==> src/hw/rtl/stra_pkg.sv <==
// ----------------------------------------------------------------------------
// stra_pkg
// Shared constants, types and the arctangent table for the spindle angle unit.
// ----------------------------------------------------------------------------
package stra_pkg;

  localparam int COMPONENT_WIDTH_DEF = 16;
  localparam int CORDIC_STEPS_DEF    = 16;
  localparam int ATAN_TABLE_LEN      = 24;

  // Components are scaled up by this many bits before the CORDIC passes
  localparam int GUARD_BITS  = 12;
  // Headroom for quadrant fold, CORDIC gain and the second pass
  localparam int HEADROOM    = 4;

  // Angle accumulator: degrees with 16 fraction bits
  localparam int ANGLE_ACC_W = 26;
  localparam int ANGLE_W     = 17;
  localparam int LIMIT_W     = 16;
  localparam int ROUND_SHIFT = 8;

  localparam logic signed [ANGLE_W-1:0]     ANGLE_MAX    = 17'sd46080;
  localparam logic signed [ANGLE_ACC_W-1:0] ANGLE_90_ACC = 26'sd5898240;

  // CORDIC gain K in Q16, applied to y ahead of the second pass
  localparam int GAIN_W    = 18;
  localparam int GAIN_DROP = 16 - GUARD_BITS;
  localparam logic signed [GAIN_W-1:0] GAIN_Q16 = 18'sd107922;

  localparam logic [LIMIT_W-1:0] TILT_LIMIT_RST   = 16'd30720;
  localparam logic [LIMIT_W-1:0] ROTATE_LIMIT_RST = 16'd23040;

  // Register indexes
  localparam int CFG_IDX_W = 1;
  localparam logic [CFG_IDX_W-1:0] CFG_TILT_LIMIT   = 1'b0;
  localparam logic [CFG_IDX_W-1:0] CFG_ROTATE_LIMIT = 1'b1;

  typedef struct packed {
    logic zero;     // all three components zero
    logic xz_zero;  // x and z both zero
  } axis_flags_t;

  // round(atan(2^-i) * 180/pi * 65536)
  localparam logic [21:0] ATAN_TABLE [ATAN_TABLE_LEN] = '{
    22'd2949120, 22'd1740967, 22'd919879, 22'd466945, 22'd234379, 22'd117304,
    22'd58666,   22'd29335,   22'd14668,  22'd7334,   22'd3667,   22'd1833,
    22'd917,     22'd458,     22'd229,    22'd115,    22'd57,     22'd29,
    22'd14,      22'd7,       22'd4,      22'd2,      22'd1,      22'd0
  };

  function automatic logic [ANGLE_ACC_W-1:0] atan_angle(input logic [4:0] idx);
    logic [ANGLE_ACC_W-1:0] res;
    res = '0;
    if (idx < 5'(ATAN_TABLE_LEN)) begin
      res = ANGLE_ACC_W'(ATAN_TABLE[idx]);
    end
    return res;
  endfunction

endpackage

==> src/hw/rtl/stra_prep.sv <==
// ----------------------------------------------------------------------------
// stra_prep
// Entry stage: scales the components, folds z < 0 into the right half-plane
// and applies the CORDIC gain to y for the second pass.
// ----------------------------------------------------------------------------
module stra_prep import stra_pkg::*; #(
  parameter int COMPONENT_WIDTH = COMPONENT_WIDTH_DEF,
  parameter int DATA_W          = COMPONENT_WIDTH_DEF + GUARD_BITS + HEADROOM
) (
  input  logic                              clk_i,
  input  logic                              rst_ni,
  input  logic                              adv_i,
  input  logic                              valid_i,
  input  logic signed [COMPONENT_WIDTH-1:0] axis_x_i,
  input  logic signed [COMPONENT_WIDTH-1:0] axis_y_i,
  input  logic signed [COMPONENT_WIDTH-1:0] axis_z_i,
  output logic                              valid_o,
  output logic signed [DATA_W-1:0]          re_o,
  output logic signed [DATA_W-1:0]          im_o,
  output logic signed [ANGLE_ACC_W-1:0]     acc_o,
  output logic signed [DATA_W-1:0]          y_im_o,
  output axis_flags_t                       flags_o
);

  localparam int PROD_W = COMPONENT_WIDTH + GAIN_W;

  logic signed [DATA_W-1:0]      xe, ze;
  logic signed [DATA_W-1:0]      re_d, im_d, y_im_d;
  logic signed [ANGLE_ACC_W-1:0] acc_d;
  logic signed [PROD_W-1:0]      y_prod;
  axis_flags_t                   flags_d;

  logic                          valid_q;
  logic signed [DATA_W-1:0]      re_q, im_q, y_im_q;
  logic signed [ANGLE_ACC_W-1:0] acc_q;
  axis_flags_t                   flags_q;

  assign xe = DATA_W'(axis_x_i) <<< GUARD_BITS;
  assign ze = DATA_W'(axis_z_i) <<< GUARD_BITS;

  always_comb begin
    if (axis_z_i[COMPONENT_WIDTH-1]) begin
      if (!axis_x_i[COMPONENT_WIDTH-1]) begin
        re_d  = xe;
        im_d  = -ze;
        acc_d = ANGLE_90_ACC;
      end else begin
        re_d  = -xe;
        im_d  = ze;
        acc_d = -ANGLE_90_ACC;
      end
    end else begin
      re_d  = ze;
      im_d  = xe;
      acc_d = '0;
    end
  end

  // floor(y * K * 2^GUARD_BITS), with K taken from GAIN_Q16
  assign y_prod = PROD_W'(axis_y_i) * PROD_W'(GAIN_Q16);
  assign y_im_d = DATA_W'($signed(y_prod[PROD_W-1:GAIN_DROP]));

  assign flags_d.xz_zero = (axis_x_i == '0) && (axis_z_i == '0);
  assign flags_d.zero    = flags_d.xz_zero && (axis_y_i == '0);

  always_ff @(posedge clk_i or negedge rst_ni) begin
    if (!rst_ni) begin
      valid_q <= 1'b0;
    end else if (adv_i) begin
      valid_q <= valid_i;
    end
  end

  always_ff @(posedge clk_i) begin
    if (adv_i) begin
      re_q    <= re_d;
      im_q    <= im_d;
      acc_q   <= acc_d;
      y_im_q  <= y_im_d;
      flags_q <= flags_d;
    end
  end

  assign valid_o = valid_q;
  assign re_o    = re_q;
  assign im_o    = im_q;
  assign acc_o   = acc_q;
  assign y_im_o  = y_im_q;
  assign flags_o = flags_q;

endmodule

==> config.mk <==
export PLATFORM = sky130hd
export DESIGN_NAME = stra_prep
export DESIGN_NICKNAME = d
export VERILOG_FILES = /design/src/hw/rtl/stra_pkg.sv /design/src/hw/rtl/stra_prep.sv
export SDC_FILE = /design/constraint.sdc
export NUM_CORES = 1
export LEC_CHECK = 0
export BUFFER_PORTS_ARGS = -buffer_cell sky130_fd_sc_hd__buf_2
export CAP_MARGIN = 20
export CORE_UTILIZATION = 35
export CTS_CLUSTER_DIAMETER = 150
export DETAILED_ROUTE_END_ITERATION = 16
export PLACE_DENSITY_LB_ADDON = 0.12
export SLEW_MARGIN = 20
export SYNTH_ARGS = -nofsm -noshare
export SYNTH_HDL_FRONTEND = slang
export SYNTH_SLANG_ARGS = --single-unit
==> constraint.sdc <==
create_clock -name clk_i -period 0.85 [get_ports clk_i]
set_input_delay 0.17 -clock clk_i [delete_from_list [all_inputs] [get_ports clk_i]]
set_output_delay 0.17 -clock clk_i [all_outputs]
set_load 0.01 [all_outputs]
Yosys cells after proc, flatten, opt, wreduce, memory -nomap -nowiden
Index checks and enable logic that the tools add are counted.
{ "classes": {"add_sub_neg": 2, "n_mul": 1, "muxes": 5, "bitwise": 1, "reduce_logical": 7} }
{ "op_table": {"columns": ["cell", "count"], "rows": [
  ["32-bit 2-to-1 mux", 2],
  ["28-bit negator with 32-bit output", 2],
  ["27-bit 2-to-1 mux", 2],
  ["16-bit logical NOT", 3],
  ["16-bit by 17-bit multiplier with 33-bit output (second input constant)", 1],
  ["26-bit 2-to-1 mux", 1],
  ["1-bit logical AND", 2],
  ["2-bit AND reduction", 1],
  ["2-bit OR reduction", 1],
  ["1-bit NOT", 1]
]} }
{ "word_totals": {"ff_bits": 123, "input_bits": 52, "output_inout_bits": 125} }

Depth between registers and ports, before layout
{ "depth": {"depth_word": 3, "ltp_mapped": 20, "depth_no_buf": 19} }

Least setup slack after synthesis
No wires, ideal clock.
{ "synth_path": {"kind": "input to register", "from": "input port axis_y_i[14]", "to": "register, netlist name y_im_o[29]", "setup_ns": 0.285, "arrival_ns": 4.888, "path_slack_ns": -4.323, "cell_stages": 19, "n_path_buf": 1, "cell_sequence": "inv_1 > ha_1 > inv_1 > fa_1 > fa_1 > inv_1 > fa_1 > fa_1 > inv_1 > fa_1 > inv_1 > ha_1 > clkbuf_1 > a21oi_1 > o21ai_0 > a2111oi_0 > o22ai_1 > a31oi_1 > o311ai_0"} }
{ "synth_between": {"elab_chain_len": 1} }
{ "synth_lines": {"columns": ["element", "line_no", "text"], "rows": [
  ["start, declared", "stra_prep.sv:15", "input logic signed [COMPONENT_WIDTH-1:0] axis_y_i,"],
  ["16-bit by 17-bit multiplier with 33-bit output", "stra_prep.sv:60", "assign y_prod = PROD_W'(axis_y_i) * PROD_W'(GAIN_Q16);"],
  ["named net y_prod[33]", "stra_prep.sv:30", "logic signed [PROD_W-1:0] y_prod;"]
]} }
The timed path passes the listed nets, and every way through them passes these cells.
A chain may end at the register's enable or synchronous reset.

Final worst setup path
{ "layout_path": {"from": "input port axis_y_i[10]", "to": "register y_im_q[23] (netlist: y_im_o[23]), data pin"} }
{ "layout_between": {"elab_chain_len": 1} }
{ "layout_lines": {"columns": ["element", "line_no", "text"], "rows": [
  ["16-bit by 17-bit multiplier with 33-bit output", "stra_prep.sv:60", null],
  ["named net y_prod[27]", "stra_prep.sv:30", null],
  ["end signal, assigned", "stra_prep.sv:79", "y_im_q <= y_im_d;"],
  ["end, declared", "stra_prep.sv:34", "logic signed [DATA_W-1:0] re_q, im_q, y_im_q;"]
]} }
The timed path passes the listed nets, and every way through them passes these cells.

==> metrics <==
asr flop ratio synth=1.32%; Die Y=~160 um; Slew @ Worst Pin=~0.49 ns; top sig layer=met4; Post-Place Setup Slack=-4.23 ns; register bit total from synthesis=76; RSZ-0062 raised after global routing=yes; GP Congestion=approximately 0.83; nets@finish=about 1400; Synth area leaders=edfxtp_1, ha_1, fa_1; initial DRC count=approximately 180; clock transition at the registers of the reported paths=roughly 0.060 ns; Post-synth top cells=inv_1, ha_1, edfxtp_1, fa_1, nor2_1; 1st-pass router iterations=4; failing checks=setup timing; startpoint types=primary input; Max IR drop VDD=2870 uV; initial antenna violation count=0; All-Layer GR Usage=between 10% and 20%; clock skew=0 ns; Tcrit/Tclk final=527%; post-route ant nets=0; sequential area share after synthesis=27.1%; Ports=177; CTS root buffer=clkbuf_16; final worst setup slack=-3.63 ns; clock tree buffer depth=2; Initial Util=35.7%; PD cells=around 3800 mW/mm^2; Relative slew margins=66.6%; Die X=157 um; status=finished, violations left; FF-to-FF path depth=1; leak pwr=0.00628 uW; IO buf count=around 140; CTS Sinks=76; post-route cell area=0.0133 sq mm; synth warn=0; clk_lat worst skew=about 0.33 ns; FMAX=approximately 0.22 GHz; Avg Cell Area, Syn=~10 sq um; layout cells sized above 1=50.1%; Hold Path Depth=2; Tightest Hold Check Type=primary input to flop; Post-synth EDFFs=75; final setup fails=about 140; setup TNS=-109.69 ns; final WL=roughly 21000 um; vias in the first global route=approximately 6700; CP max FO=3; CTS buffer count=9; Final Hold Viols=0; met1 WL=between 10000 and 15000 um; predominant post-synthesis flop cell=edfxtp_1; area growth from synthesis to layout=58.0%; first-pass GRT wire length=approximately 34000 um; DRC errors left=0; WP data arrival=~4.6 ns; Post-Syn Instances=just over 800; largest area contributor in the netlist=edfxtp_1; Rows=56; worst endpoint required time=0.94 ns; metal3 WL=roughly 700 um; Crit Path Category=primary input to flop; placed cell area=0.0117 sq mm; core region area=approximately 0.024 sq mm; Detailed Place HPWL=~18000 um; Slew Viols, Final=0; max-cap violations=0; DR WL met2=10400 um; H-tree Lvls=3; DR vias=6587; Antenna diodes=0; Synth cell types=54; Total Die Area=between 0.02 and 0.025 sq mm; final worst path period need=~4.5 ns; largest net degree at the start of global routing=30; crit path capture type=flop; Avg Vias per Cell=4.38; global route overflow=0; Yosys top cell area share=26.8%; synthesized area=between 0.008 and 0.009 sq mm; count leader, synth=inv_1; wire length per cell=14.2 um; CTS tree=done
## final timing paths
kind	slack (ns)	from	to
worst max register to register	0.11	valid_o$_DFFE_PN0P_	valid_o$_DFFE_PN0P_
worst max-delay path	-3.63	axis_y_i[10]	y_im_o[23]$_DFFE_PP_
min in group asynchronous	0.14	rst_ni	valid_o$_DFFE_PN0P_
max in group asynchronous	0.62	rst_ni	valid_o$_DFFE_PN0P_
worst min register to register	0.51	valid_o$_DFFE_PN0P_	valid_o$_DFFE_PN0P_
worst min-delay path	0.08	valid_i	valid_o$_DFFE_PN0P_
## flip-flops by register name, summed over array words and instances, names as in the netlist
signal,cells
y_im_o,30
re_o,20
im_o,20
flags_o,2
valid_o,1
acc_o,3
## layout by cell type (no fill, tap or decap), types with 5 or more instances in the layout
master	instances
inv_1	126
buf_4	186
buf_12	14
xnor2_2	7
fa_1	68
a21o_1	12
clkbuf_16	9
o21ai_2	9
buf_2	113
nor2_1	47
buf_8	6
xnor2_1	21
edfxtp_1	75
inv_4	5
o21ai_1	6
a21oi_1	32
xor2_1	21
conb_1	45
ha_4	61
nand4_1	5
ha_1	77
inv_2	24
nor2_4	5
nand2_1	12
a21oi_2	18
buf_6	56
## power by group
| part | internal (uW) | switching (uW) | leakage [uW] |
|---|---|---|---|
| Combinational | 21500 | 19000 | 0.00540 |
| Sequential | 6120 | 191 | 0.000745 |
| Clock | 2260 | 1510 | 0.000137 |
## cell families after synthesis
family	after synthesis	synth area share, %
flops	76	27.1
mux	7	0.908
buf+inv	227	12.4
simple gates	124	7.77
xor+xnor	51	5.31
compound gates	115	8.23
other cells	1	0.0446
fa+ha+maj	214	38.3
## final cells by class
type	count	area, sq um
Timing Repair Buffer	377	2980
Tap cell	319	399
Clock buffer	9	225
Fill cell	2100	10300
Multi-Input combinational cell	556	6680
Sequential cell	76	2280
Clock inverter	7	66.3
Inverter	160	659
## layer usage
layer,vias to the layer above,GRT usage [%]
met1,3077,23.4
met2,140,30.5
met3,22,2.12
li1,3348,-
met4,0,4.95
met5,-,0
## repair_timing
action,CTS,global route
hold buffers,1,0
resized for setup,172,61
endpoints found under the hold margin,1,0
buffers inserted,17,23
setup endpoints to repair,142,143
pin swaps,100,49
gates cloned,0,0
## metrics by stage
step	hold WS [ns]	utilization [%]	std cells	power, uW
after CTS	0.0594	55.0	1493	48200
after floorplan	-0.126	-	859	26600
final	0.0756	56.4	1504	50600
after global placement	-0.0545	49.8	1463	38500
after detailed placement	-0.0515	49.8	1463	38400
after global routing	0.0636	56.4	1504	54700
## critical path, stage by stage
cell	delay [ns]
buf_12	0.09
inv_8	0.03
ha_4	0.25
inv_2	0.04
fa_2	0.57
fa_1	0.43
inv_2	0.07
fa_1	0.42
fa_1	0.49
inv_1	0.05
fa_1	0.49
inv_2	0.05
ha_4	0.28
buf_4	0.11
nand4_1	0.12
buf_4	0.18
o41ai_2	0.30
a31oi_1	0.16
buf_4	0.16
xnor2_1	0.11
No activity file was read; power rests on OpenSTA's default activity.
