### src/hw/rtl/stra_pkg.sv
// ----------------------------------------------------------------------------
// stra_pkg
// Shared constants, types and the arctangent table for the spindle angle unit.
// ----------------------------------------------------------------------------
package stra_pkg;

  localparam int COMPONENT_WIDTH_DEF = 16;
  localparam int CORDIC_STEPS_DEF    = 16;
  localparam int ATAN_TABLE_LEN      = 24;

  // Components are scaled up by this many bits before the CORDIC passes
  localparam int GUARD_BITS  = 12;
  // Headroom for quadrant fold, CORDIC gain and the second pass
  localparam int HEADROOM    = 4;

  // Angle accumulator: degrees with 16 fraction bits
  localparam int ANGLE_ACC_W = 26;
  localparam int ANGLE_W     = 17;
  localparam int LIMIT_W     = 16;
  localparam int ROUND_SHIFT = 8;

  localparam logic signed [ANGLE_W-1:0]     ANGLE_MAX    = 17'sd46080;
  localparam logic signed [ANGLE_ACC_W-1:0] ANGLE_90_ACC = 26'sd5898240;

  // CORDIC gain K in Q16, applied to y ahead of the second pass
  localparam int GAIN_W    = 18;
  localparam int GAIN_DROP = 16 - GUARD_BITS;
  localparam logic signed [GAIN_W-1:0] GAIN_Q16 = 18'sd107922;

  localparam logic [LIMIT_W-1:0] TILT_LIMIT_RST   = 16'd30720;
  localparam logic [LIMIT_W-1:0] ROTATE_LIMIT_RST = 16'd23040;

  // Register indexes
  localparam int CFG_IDX_W = 1;
  localparam logic [CFG_IDX_W-1:0] CFG_TILT_LIMIT   = 1'b0;
  localparam logic [CFG_IDX_W-1:0] CFG_ROTATE_LIMIT = 1'b1;

  typedef struct packed {
    logic zero;     // all three components zero
    logic xz_zero;  // x and z both zero
  } axis_flags_t;

  // round(atan(2^-i) * 180/pi * 65536)
  localparam logic [21:0] ATAN_TABLE [ATAN_TABLE_LEN] = '{
    22'd2949120, 22'd1740967, 22'd919879, 22'd466945, 22'd234379, 22'd117304,
    22'd58666,   22'd29335,   22'd14668,  22'd7334,   22'd3667,   22'd1833,
    22'd917,     22'd458,     22'd229,    22'd115,    22'd57,     22'd29,
    22'd14,      22'd7,       22'd4,      22'd2,      22'd1,      22'd0
  };

  function automatic logic [ANGLE_ACC_W-1:0] atan_angle(input logic [4:0] idx);
    logic [ANGLE_ACC_W-1:0] res;
    res = '0;
    if (idx < 5'(ATAN_TABLE_LEN)) begin
      res = ANGLE_ACC_W'(ATAN_TABLE[idx]);
    end
    return res;
  endfunction

endpackage

### src/hw/rtl/stra_cordic_step.sv
// ----------------------------------------------------------------------------
// stra_cordic_step
// One registered vectoring iteration: rotates towards im = 0 and updates the
// angle accumulator. Side data rides along unchanged.
// ----------------------------------------------------------------------------
module stra_cordic_step import stra_pkg::*; #(
  parameter int DATA_W = COMPONENT_WIDTH_DEF + GUARD_BITS + HEADROOM,
  parameter int SIDE_W = 1,
  parameter int STEP   = 0
) (
  input  logic                          clk_i,
  input  logic                          rst_ni,
  input  logic                          adv_i,
  input  logic                          valid_i,
  input  logic signed [DATA_W-1:0]      re_i,
  input  logic signed [DATA_W-1:0]      im_i,
  input  logic signed [ANGLE_ACC_W-1:0] acc_i,
  input  logic [SIDE_W-1:0]             side_i,
  output logic                          valid_o,
  output logic signed [DATA_W-1:0]      re_o,
  output logic signed [DATA_W-1:0]      im_o,
  output logic signed [ANGLE_ACC_W-1:0] acc_o,
  output logic [SIDE_W-1:0]             side_o
);

  localparam logic [4:0] STEP_IDX = 5'(STEP);
  localparam logic signed [ANGLE_ACC_W-1:0] STEP_ANGLE = atan_angle(STEP_IDX);

  logic signed [DATA_W-1:0]      re_sh, im_sh;
  logic signed [DATA_W-1:0]      re_d, im_d;
  logic signed [ANGLE_ACC_W-1:0] acc_d;

  logic                          valid_q;
  logic signed [DATA_W-1:0]      re_q, im_q;
  logic signed [ANGLE_ACC_W-1:0] acc_q;
  logic [SIDE_W-1:0]             side_q;

  assign re_sh = re_i >>> STEP;
  assign im_sh = im_i >>> STEP;

  always_comb begin
    if (!im_i[DATA_W-1]) begin
      re_d  = re_i + im_sh;
      im_d  = im_i - re_sh;
      acc_d = acc_i + STEP_ANGLE;
    end else begin
      re_d  = re_i - im_sh;
      im_d  = im_i + re_sh;
      acc_d = acc_i - STEP_ANGLE;
    end
  end

  always_ff @(posedge clk_i or negedge rst_ni) begin
    if (!rst_ni) begin
      valid_q <= 1'b0;
    end else if (adv_i) begin
      valid_q <= valid_i;
    end
  end

  always_ff @(posedge clk_i) begin
    if (adv_i) begin
      re_q   <= re_d;
      im_q   <= im_d;
      acc_q  <= acc_d;
      side_q <= side_i;
    end
  end

  assign valid_o = valid_q;
  assign re_o    = re_q;
  assign im_o    = im_q;
  assign acc_o   = acc_q;
  assign side_o  = side_q;

endmodule

### config.mk
export PLATFORM = sky130hd
export DESIGN_NAME = stra_cordic_step
export DESIGN_NICKNAME = d
export VERILOG_FILES = /design/src/hw/rtl/stra_pkg.sv /design/src/hw/rtl/stra_cordic_step.sv
export SDC_FILE = /design/constraint.sdc
export NUM_CORES = 1
export LEC_CHECK = 0
export ABC_CLOCK_PERIOD_IN_PS = 840
export BUFFER_PORTS_ARGS = -buffer_cell sky130_fd_sc_hd__clkbuf_2
export CAP_MARGIN = 10
export CORE_ASPECT_RATIO = 0.8
export CORE_UTILIZATION = 50
export CTS_CLUSTER_DIAMETER = 60
export DETAILED_ROUTE_END_ITERATION = 8
export GPL_TIMING_DRIVEN = 0
export HOLD_SLACK_MARGIN = 0.06
export PLACE_DENSITY_LB_ADDON = 0.12
export REMOVE_ABC_BUFFERS = 1
export SYNTH_ARGS = -nofsm -noshare
export SYNTH_HDL_FRONTEND = slang
export SYNTH_SLANG_ARGS = --single-unit
### constraint.sdc
create_clock -name clk_i -period 0.84 [get_ports clk_i]
set_clock_uncertainty 0.2 [all_clocks]
set_input_delay 0.168 -clock clk_i [delete_from_list [all_inputs] [get_ports clk_i]]
set_output_delay 0.168 -clock clk_i [all_outputs]
set_load 0.005 [all_outputs]
# After elaboration in Yosys (flattened, before gate mapping)
# Index checks and enable logic that the tools add are counted.
# classes
addsub	5
mul	0
div	0
magnitude_cmp	0
n_eq_ne	0
n_shift	0
mux	3
bitwise	0
reduce_logical	0
# ops
operator	count
32-bit 2-to-1 mux	2
32-bit subtractor	2
32-bit adder	1
26-bit by 23-bit adder with 26-bit output, second input constant	1
26-bit 2-to-1 mux	1
26-bit by 23-bit subtractor with 26-bit output, second input constant	1
# word_totals
ff_bits	92
latch_bits	0
ram_bits	0
rom_bits	0
inputBits	95
out_inout_bits	92
n_memories	0

# Depth between registers and ports, before layout
# depth
ltp_word	2
mapped_depth	12

# Worst setup path before layout
# Ideal clock, no wire load.
# synth_timing
path_kind	input to register
from	input port re_i[0]
to	register re_q[30], in the netlist re_o[30], data pin
arrival_ns	2.465
slack_ns	-2.088
path_stages	10
n_path_buf	0
path_cell_list	ha_1 fa_1 a21oi_1 o31ai_1 a31oi_2 o311ai_1 a211o_1 a311o_1 o2bb2ai_1 xnor2_1
# synth_between
elab_chain_cells	2
elab_cells_between_ends	3
# synth_lines
element	line	rtl
start, declared	stra_cordic_step.sv:15	input logic signed [DATA_W-1:0] re_i,
32-bit adder / 32-bit subtractor (equally long branches)	stra_cordic_step.sv:43, stra_cordic_step.sv:47	
32-bit 2-to-1 mux (*)	stra_cordic_step.sv:42	if (!im_i[DATA_W-1]) begin
named net re_d[30]	stra_cordic_step.sv:30	logic signed [DATA_W-1:0] re_d, im_d;
end signal, assigned	stra_cordic_step.sv:63	re_q <= re_d;
end, declared	stra_cordic_step.sv:34	logic signed [DATA_W-1:0] re_q, im_q;
# The timed path passes the listed nets; every way through them passes the cells marked *.
# A chain may end at the register's enable or synchronous reset.

# Final worst setup path
# layout_timing
from	input port re_i[14]
to	register im_q[26], in the netlist im_o[26], data pin
# layout_between
elab_chain_cells	2
elab_cells_between_ends	3
# layout_lines
element	line	rtl
32-bit subtractor / 32-bit adder (equally long branches)	stra_cordic_step.sv:44, stra_cordic_step.sv:48	
32-bit 2-to-1 mux (*)	stra_cordic_step.sv:42	
named net im_d[26]	stra_cordic_step.sv:30	
end signal, assigned	stra_cordic_step.sv:64	im_q <= im_d;
end, declared	stra_cordic_step.sv:34	
# Marks and branches as above.

==> results.toml <==
[placement]
placement.cell_area_um2 = 9420
placed_cells = 1312
port-buffer-count = 186
place_worst_setup_slack_ns = -3.15
place.gp.congestion = 0.943
detailed_place_hpwl_um = 19000

[global_routing]
grt_overflow = 0
busiest_layer = "met2"
grt_use_met3_pct = 8.53
gr_layer_usage_met1_pct = 44.5
grt_pass1_wl_um = 45000
grt_max_degree = 35
grt_antenna_before_repair = 0
groute.layer.met2.usage_pct = 55.7
vias_in_the_first_global_route = 8151
grt_total_usage_pct = 34.3

[critical_path]
timing.setup.critical_path_class = "primary input to flip-flop"
critical_path.startpoint_type = "primary input"
required_ns = 0.73
crit_arrival_ns = 2.57
worst_r2r_endpoint = "valid_o"
register_to_register_setup_slack_ns = -0.10
r2r_cells = 1
crit_path_max_fanout = 7
worstSetupEndpointType = "flip-flop"
r2r_start = "valid_o"

[cts]
worst_skew_pair.late_latency_ns = 0.35
cts.root.buffer_cell = "sky130_fd_sc_hd__clkbuf_16"
clock_sinks = 91
cts_tree = "done"
tritoncts.num_buffers = 9
post_cts_hold_buffer_count = 1
cts_max_path_buffers = 2
maximum_level_of_the_cts_h_tree = 3
cts.reportedPaths.clkPinSlew_ns = 0.07

[outcome]
run_status = "complete, but fails checks"
violations = "negative hold slack, negative setup slack"

[synthesis]
post_synth_inst_count = 949
netlist_top_cells_count = "104 x sky130_fd_sc_hd__a21oi_1, 102 x sky130_fd_sc_hd__ha_1, 90 x sky130_fd_sc_hd__edfxtp_1, 90 x sky130_fd_sc_hd__inv_1, 84 x sky130_fd_sc_hd__nor2_1"
netlist_area_um2 = 8300
synth.top_cells.by_area = "sky130_fd_sc_hd__edfxtp_1 33%, sky130_fd_sc_hd__ha_1 15%, sky130_fd_sc_hd__a21oi_1 6.3%"
synth.yosys.seq_area_share_pct = 32.9
synth-edff-count = 90
synth-seq-cells = 91
postSynth.asyncResetShare_pct = 1.10
yosysWarningCount = 0
synth.avg_cell_area_um2 = 8.74
yosys_top_cell_by_area = "sky130_fd_sc_hd__edfxtp_1"
post-synth-top-area-fraction_pct = 32.6
post-synth-top-count-cell = "sky130_fd_sc_hd__a21oi_1"
synth-main-ff-cell = "sky130_fd_sc_hd__edfxtp_1"
netlist-cell-type-count = 65

[cells_and_area]
fillerInstances = 912
area_delta_synth_final_pct = 57.3
finalCoreUtilization_pct = 81.5
design.final.nets = 1459
drive_gt1_share_pct = 46.7
stdcell_area_um2 = 13000
layout.cells.non_filler = 1478
antenna-diode-count = 0

[timing]
grt_setup_unrepaired = "yes"
maxSlewViolCount = 0
layout_worst_path_cycle_share_pct = 319
final.min_clock_period_ns = 2.68
setup_violations = 164
timing.slew.headroom_pct = 49.0
hold_viol_final = 30
fin_hold_ws_ns = -0.214
timing_worst_slew_pin_value_ns = 0.765
setup_ws_ns = -1.84
maxClockFrequency_mhz = 374

[drt]
drt_wl_total_um = 34200
drc = 0
vias_per_cell = 6.32
dr_iter_0_viols = 1125
post_drt_wl_per_cell_um = 23.2
dr.pass1.iters = 8
drt.antenna.violating_nets = 0
num_vias = 9339

[min_path]
hp-class = "primary input to flip-flop"
timing.hold.worst_path_depth = 1
hp-start = "acc_i[13]"
holdPathEnd = "acc_o[13]"

[power_and_ir_drop]
power-per-cell-area_nw_per_um2 = 1510
total_leakage_power_nw = 5.64
ir_drop_mv = 1.50

[die]
core_area_um2 = 16000
die_width_um = 146
io_pins = 187
fp.dieArea_um2 = 17100
initial_utilization_pct = 51.8
placementRows = 41
chip_height_um = 117

[run]
maxCapViolations = 0
[metrics by stage]
stage                     TNS [ns]  total power, W
after floorplan            -106.10         0.00944
after global placement     -361.45          0.0116
after detailed placement   -207.64          0.0117
after CTS                  -124.47          0.0179
after global routing       -138.11          0.0204
final                      -133.51          0.0197
[worst max path at each step]
stage	from	endpoint	slack [ns]	cells past startpoint
after floorplan	re_i[7]	re_o[30]	-2.11	11
final	re_i[14]	im_o[26]	-1.84	11
after detailed placement	re_i[1]	im_o[29]	-3.15	12
after CTS	im_i[0]	im_o[26]	-1.80	13
after global placement	im_i[31]	acc_o[25]	-4.86	11
after global routing	im_i[0]	im_o[30]	-1.92	11
[flip-flops by register name, indices dropped and copies added, names as in the netlist]
signal	count
im_o	32
re_o	31
acc_o	26
side_o	1
valid_o	1
[repair_timing]
item / in CTS / in global routing
hold endpoints to repair: 48 / 46
cloned: 4 / 1
pin swaps: 124 / 151
resized for setup: 301 / 187
setup buffers: 87 / 78
endpoints found under the setup margin: 231 / 164
[cells by family after synthesis]
group	after synthesis	share of synthesized area (%)
AO/OA/AOI/OAI	309	23.3
XOR/XNOR	69	7.29
adder cells (fa/ha/maj)	106	16.3
buffers and inverters	142	6.58
flip-flops	91	32.9
multiplexers	10	1.22
AND/OR/NAND/NOR	222	12.4
[routing by layer]
metal | vias up | part of all wire [%]
met1 | 4413 | 38
met3 | 196 | 11
met4 | 0 | 6.0
met2 | 732 | 45
met5 | - | 0
li1 | 3998 | -
[layout by cell type, fill, tap and decap left out, types with 13 or more instances in the layout]
| cell | count |
|---|---|
| sky130_fd_sc_hd__a21oi_4 | 13 |
| sky130_fd_sc_hd__nor2_1 | 74 |
| sky130_fd_sc_hd__xnor2_1 | 48 |
| sky130_fd_sc_hd__buf_6 | 46 |
| sky130_fd_sc_hd__inv_1 | 72 |
| sky130_fd_sc_hd__o21bai_1 | 19 |
| sky130_fd_sc_hd__a21o_1 | 22 |
| sky130_fd_sc_hd__clkbuf_2 | 163 |
| sky130_fd_sc_hd__o21ai_1 | 23 |
| sky130_fd_sc_hd__nor3_1 | 15 |
| sky130_fd_sc_hd__xor2_1 | 14 |
| sky130_fd_sc_hd__o21ai_2 | 21 |
| sky130_fd_sc_hd__ha_1 | 68 |
| sky130_fd_sc_hd__buf_4 | 97 |
| sky130_fd_sc_hd__o21ai_0 | 25 |
| sky130_fd_sc_hd__nand2_1 | 41 |
| sky130_fd_sc_hd__ha_4 | 31 |
| sky130_fd_sc_hd__a21oi_2 | 26 |
| sky130_fd_sc_hd__edfxtp_1 | 90 |
| sky130_fd_sc_hd__clkbuf_16 | 14 |
| sky130_fd_sc_hd__a21oi_1 | 66 |
[report_power, final]
group | internal [W] | total (W) | switching (W)
sequential | 0.00591 | 0.00617 | 0.000259
clock | 0.00236 | 0.00435 | 0.00198
combinational | 0.00422 | 0.00921 | 0.00499
[layout make-up]
class	count	area [um^2]	area share [%]
Multi-Input combinational cell	716	6600	50.6
Sequential cell	91	2730	20.9
Timing Repair Buffer	339	2680	20.5
Inverter	101	465	3.57
Tap cell	215	269	2.06
Clock buffer	9	225	1.73
Clock inverter	7	81.3	0.623
[critical path, cell delays in order]
cell and delay [ns]:
sky130_fd_sc_hd__clkbuf_2 0.11, sky130_fd_sc_hd__inv_1 0.07, sky130_fd_sc_hd__ha_4 0.31, sky130_fd_sc_hd__buf_4 0.15, sky130_fd_sc_hd__nand2_1 0.19, sky130_fd_sc_hd__o21ai_0 0.66
sky130_fd_sc_hd__a21oi_4 0.08, sky130_fd_sc_hd__or3_4 0.44, sky130_fd_sc_hd__a31oi_4 0.19, sky130_fd_sc_hd__o21ai_2 0.07, sky130_fd_sc_hd__xnor2_1 0.13
(Power assumes the default switching activity.)
